## src/design/tli_fifo.sv

```systemverilog
// Two-entry first-in first-out queue for any packed item type.
`default_nettype none
module tli_fifo #(
	parameter type T = logic
) (
	input  wire logic clk,
	input  wire logic arst_n,
	input  wire logic push,
	input  wire T     wdata,
	output logic      full,
	input  wire logic pop,
	output T          rdata,
	output logic      empty
);
	T           mem_q [2];
	logic       wr_ptr_q;
	logic       rd_ptr_q;
	logic [1:0] cnt_q;
	logic       do_push;
	logic       do_pop;

	assign full    = (cnt_q == 2'd2);
	assign empty   = (cnt_q == 2'd0);
	assign do_push = push && !full;
	assign do_pop  = pop && !empty;
	assign rdata   = mem_q[rd_ptr_q];

	// Pointers and fill count.
	always_ff @(posedge clk or negedge arst_n) begin
		if (!arst_n) begin
			wr_ptr_q <= 1'b0;
			rd_ptr_q <= 1'b0;
			cnt_q    <= 2'd0;
		end else begin
			if (do_push) wr_ptr_q <= !wr_ptr_q;
			if (do_pop) rd_ptr_q <= !rd_ptr_q;
			if (do_push && !do_pop) cnt_q <= cnt_q + 2'd1;
			else if (do_pop && !do_push) cnt_q <= cnt_q - 2'd1;
		end
	end

	// Item storage.
	always_ff @(posedge clk) begin
		if (do_push) mem_q[wr_ptr_q] <= wdata;
	end
endmodule
`default_nettype wire

```

## config.mk

```make
export PLATFORM = sky130hd
export DESIGN_NAME = tli_fifo
export DESIGN_NICKNAME = d
export VERILOG_FILES = /design/src/design/tli_fifo.sv
export SDC_FILE = /design/constraint.sdc
export NUM_CORES = 1
export LEC_CHECK = 0
export ABC_AREA = 1
export BUFFER_PORTS_ARGS = -buffer_cell sky130_fd_sc_hd__buf_2
export CORE_AREA = 10 10 47 49
export CTS_CLUSTER_SIZE = 24
export DETAILED_ROUTE_END_ITERATION = 6
export DIE_AREA = 0 0 57 59
export SLEW_MARGIN = 20
export SYNTH_ARGS = -nofsm -noshare
export SYNTH_HDL_FRONTEND = slang
export SYNTH_SLANG_ARGS = --single-unit
```

## constraint.sdc

```tcl
create_clock -name clk -period 1.3 [get_ports clk]
set_clock_uncertainty 0.05 [all_clocks]
set_input_delay 0.26 -clock clk [delete_from_list [all_inputs] [get_ports clk]]
set_output_delay 0.26 -clock clk [all_outputs]
set_load 0.02 [all_outputs]
```

## Yosys cells after proc, flatten, opt, wreduce, memory -nomap -nowiden

Memory sizes are Yosys's and may differ from the RTL's.
Cells that the tools add are included.
W data, S select, Z words.

- Add/sub/neg operators: 2
- Eq/ne operators: 1
- Mux-type cells: 4
- Reduce and logical (&&, ||, !) cells: 12

Operators by type and width:

| operator | count |
|---|---|
| $logic_not A1 Y1 | 6 |
| $logic_and A1 B1 Y1 | 4 |
| $mux W2 | 2 |
| $add A2 B1 Y2 const B | 1 |
| $eq A2 B2 Y1 const B | 1 |
| $logic_not A2 Y1 | 1 |
| $mux W1 | 2 |
| $reduce_bool A2 Y1 | 1 |
| $sub A2 B1 Y2 const B | 1 |

- Flip-flop bits (word level): 4
- RAM bits: 2
- Input bits: 5
- Output and inout port bits: 3
- Word-level logic and storage cells: 23
- Memories kept: 1

Memories:

| memory | words | width | rd ports | clocked after Yosys merged registers in | write ports | line | text |
|---|---|---|---|---|---|---|---|
| mem_q | 2 | 1 | 1 | 0 | 1 | 15 | `T mem_q [2];` |

## Longest topological paths before layout

- Depth in word-level cells: 7
- Depth in mapped cells: 9
- Gate-level depth less buffers: 9

## Worst setup path before layout

Ideal clock, no wire load.

- Path kind: reg2reg
- From: register cnt_q[0]
- To: register cnt_q[1]
- Setup time: 0.117 ns
- Arrival: 1.302 ns
- Required time: 1.133 ns
- Path slack: -0.169 ns
- Stages on the path, launching flop included: 8
- Path buffers: 0
- Clock period less this slack: 1.469 ns
- Path through: dfrtp_1 > nor2_2 > nor2_2 > ha_1 > inv_1 > nand3_1 > nand2_1 > nand2_1

- Longest elaborated chain between the ends: 6
- Elaborated cells on any way between the ends: 15
- Classes of those cells: 2 x add/sub; 1 x eq/ne; 2 x mux; 10 x reduce/logical

RTL lines:

| item | line | text |
|---|---|---|
| start, declared | 18 | `logic [1:0] cnt_q;` |
| start signal, assigned | 37 | `if (do_push && !do_pop) cnt_q <= cnt_q + 2'd1;` |
| start signal, assigned | 38 | `else if (do_pop && !do_push) cnt_q <= cnt_q - 2'd1;` |
| $eq A2 B2 Y1 * | 22 | `assign full = (cnt_q == 2'd2);` |
| named net full | 10 | `output logic full,` |
| $logic_not A1 Y1 * | 24 | `assign do_push = push && !full;` |
| $logic_and A1 B1 Y1 * | 24 |  |
| named net do_push | 19 | `logic do_push;` |
| $logic_not A1 Y1 | 38 |  |
| $logic_and A1 B1 Y1 | 38 |  |
| $reduce_bool A2 Y1 (no line) | -- |  |

The timed path passes the listed nets; every way through them passes the cells marked *. The select of a mux whose other input is x is not followed.
A chain may end at the register's enable or synchronous reset.

## Final worst setup path

- From: register cnt_q[1]
- To: output full

- Longest elaborated chain between the ends: 1

RTL lines:

| item | line |
|---|---|
| $eq A2 B2 Y1 | 22 |
| end, declared | 10 |

Every way passes these cells.

==> impl_metrics.yaml <==
cts:
  clk-insertion-delay-late_ns: 0.24
  htreeDepth: 1
  deepest_clock_path_buffer_count: 2
  cts_num_sinks: 6
  cts-root-buf: "clkbuf_4"
  tritoncts: "yes"
  cts.clk_slew.worst_paths_ns: 0.05
  cts_made_buffers: 3
route:
  via_count: 291
  detailedRoute.firstIterationViolations: 4
  routed_wirelength_um: 620
  drt-wirelength-per-cell_um: 8.61
  drtAntennaViolNets: 0
  firstDrtPassIters: 3
  viasPerCell: 4.04
  drc: 0
layout:
  layout-drive-gt1-share_pct: 42.9
  finish.cell_count_without_fillers: 72
  utilization_pct: 33.9
  final.fill_count: 153
  finish.instance_area_um2: 475
  antenna_cells_inserted: 0
  areaGrowthSynthToFinish_pct: 55.7
  finish.net_count: 63
floorplan:
  dieWidth_um: 57
  initial_core_util_pct: 21.8
  ioPinCount: 8
  die-height_um: 59
  die_outline_area_mm2: 0.00336
  rows: 14
  std_cell_core_area_mm2: 0.00140
synthesis:
  postSynthCellCount: 37
  netlist_top_cells_area: "dfrtp_1, edfxtp_1, nand2_1, inv_1, ha_1"
  synth.yosys.seq_area_share_pct: 52.5
  post_synth_num_cell_types: 12
  synth_top_cell_by_area: "dfrtp_1"
  synth.yosys.warnings: 0
  post_synth_instance_area_um2: 305
  post_synth.cell_area_avg_um2: 8.25
  yosysTopAreaCellShare_pct: 32.8
  ys_ff_latch: 6
  syn-num-nets: 43
sta:
  postLayoutSetupSlackWorst_ns: -0.0321
  final_critical_path_share_of_the_clock_period_pct: 102
  timing_max_transition_violations_final: 0
  tightest_slew_ns: 0.212
  max_freq_ghz: 0.751
  rsz_0062_raised_after_global_routing: "yes"
  worst_slew_margin_relative_to_its_limit_pct: 85.7
  post-route-min-period_ns: 1.33
  final_hold_viol_count: 0
  setup-tns-final_ns: -0.0493
  setup_violations: 2
setup_path:
  arrival_ns: 1.02
  setup.reg_to_reg.worst_slack_ns: -0.02
  cp_startpoint_kind: "register"
  critical_path.cell_chain: "inv_2 > nor2_4 > buf_4 > buf_6"
  worst_path_largest_cell_delay_ns: 0.41
  critical-path-top-delay-family: "flip-flops"
  worst-setup-path-type: "reg2out"
  worstPathBufferInverterCount: 3
  critPathMaxFanout: 4
  critPathSlowestCell: "dfrtp_1"
  cp_data_required_time_ns: 0.99
  endpoint_kind: "output port"
grt:
  met2_usage_pct: 5.58
  grt_antenna_before_repair: 0
  grt_start_max_net_pins: 5
  first_global_vias: 294
  first_pass_grt_wire_length_um: 1080
  grt.met1_usage_pct: 4.00
  grt.met3_usage_pct: 2.36
  grt-busiest-layer: "met4"
  groute.usage.overall_pct: 4.27
  globalRoute.totalOverflow: 0
placed_design:
  dpl_cell_area_um2: 404
  gp_routability_congestion: 0.697
  buffers_on_ports: 7
  numPlacedInstances: 65
  detailed_place_hpwl_um: 511
flow_run:
  max_cap_violations: 0
worst_hold_path:
  min-delay-path-class: "in2reg"
status:
  violations: "setup timing"
  run_status: "finished, violations left"
power_and_ir_drop:
  power.leakage_nw: 0.252
  vdd_ir_drop_max_v: 0.000830
  power-per-cell-area_mw_per_mm2: 2460
area by class of cell:
cell class | count | area (um^2) | share of cell area, %
Clock buffer | 4 | 26.3 | 5.53
Inverter | 8 | 30.0 | 6.32
Multi-Input combinational cell | 23 | 125 | 26.3
Sequential cell | 6 | 161 | 33.9
Tap cell | 16 | 20.0 | 4.21
Timing Repair Buffer | 15 | 113 | 23.7
cells in the final DEF, fill, tap and decap left out:
cell type and count:
nand2_1 10, buf_4 8, inv_1 6, buf_2 4, clkbuf_4 3, dfrtp_1 3
inv_2 2, nor2_1 2, nand2_2 2, edfxtp_1 2, buf_6 2, nor2_4 1
nor2_2 1, o21ai_1 1, o21ai_0 1, nand3_1 1, nand4_1 1, xnor2_1 1
nand3b_1 1, ha_1 1, clkbuf_1 1, dfrtp_2 1, dlygate4sd3_1 1
metrics by stage:
step / power [mW] / worst slack [ns] / hold slack (ns)
floorplan: 0.675 / -0.0444 / -0.0856
global placement: 0.867 / -0.107 / 0.0185
detailed placement: 0.884 / -0.123 / 0.0167
CTS: 1.11 / -0.0494 / 0.140
global route: 1.28 / -0.0985 / 0.139
finish: 1.17 / -0.0321 / 0.150
power by group:
part           internal, mW  switching, mW  leakage (nW)
sequential            0.283         0.0708        0.0655
clock                 0.116         0.0682        0.0150
combinational         0.325          0.305         0.171
total                 0.725          0.444         0.252
path summary, 6_finish.rpt:
check | start | cells past startpoint | end
setup / recovery | cnt_q[1]$_DFFE_PN0P_ | 4 | full
hold / removal | wdata | 1 | mem_q[1]$_DFFE_PP_
setup reg to reg | cnt_q[0]$_DFFE_PN0P_ | 6 | cnt_q[1]$_DFFE_PN0P_
hold reg to reg | wr_ptr_q$_DFFE_PN0P_ | 2 | wr_ptr_q$_DFFE_PN0P_
max in group asynchronous | arst_n | 2 | cnt_q[0]$_DFFE_PN0P_
min in group asynchronous | arst_n | 2 | rd_ptr_q$_DFFE_PN0P_
synthesized netlist by cell type:
cell,instances
inv_1,8
nand2_1,12
ha_1,1
nand3_1,1
o21ai_0,2
xnor2_1,1
nand3b_1,1
nand4_1,1
nor2_2,2
nor2_1,2
edfxtp_1,2
dfrtp_1,4
registers in the layout, indices dropped and copies added (netlist names):
name	cells
rd_ptr_q	1
cnt_q	2
mem_q	2
wr_ptr_q	1
kinds of logic (layout without fill, tap and decap cells):
logic type                 after synthesis  count (layout)  share of synthesized area (%)
adders and majority gates                1               1                           4.10
and+or+nand+nor                         19              19                           27.5
buffers and inverters                    8              27                           9.84
AOI/OAI and AO/OA                        2               2                           3.28
DFF                                      6               6                           52.5
xor gates and xnor gates                 1               1                           2.87
metal layers:
| layer | wire (um) | up-vias |
|---|---|---|
| met4 | 0 | 0 |
| met1 | 284 | 131 |
| li1 | - | 152 |
| met2 | 281 | 8 |
| met5 | 0 | - |
| met3 | 54 | 0 |
what timing repair did:
action,4_1_cts,5_1_grt
gates cloned,0,0
hold buffers,1,0
endpoints found under the hold margin,4,0
pin swaps,3,2
setup buffers,0,2
setup endpoints to repair,3,5
gates resized for setup,4,5
(Power assumes the default switching activity.)
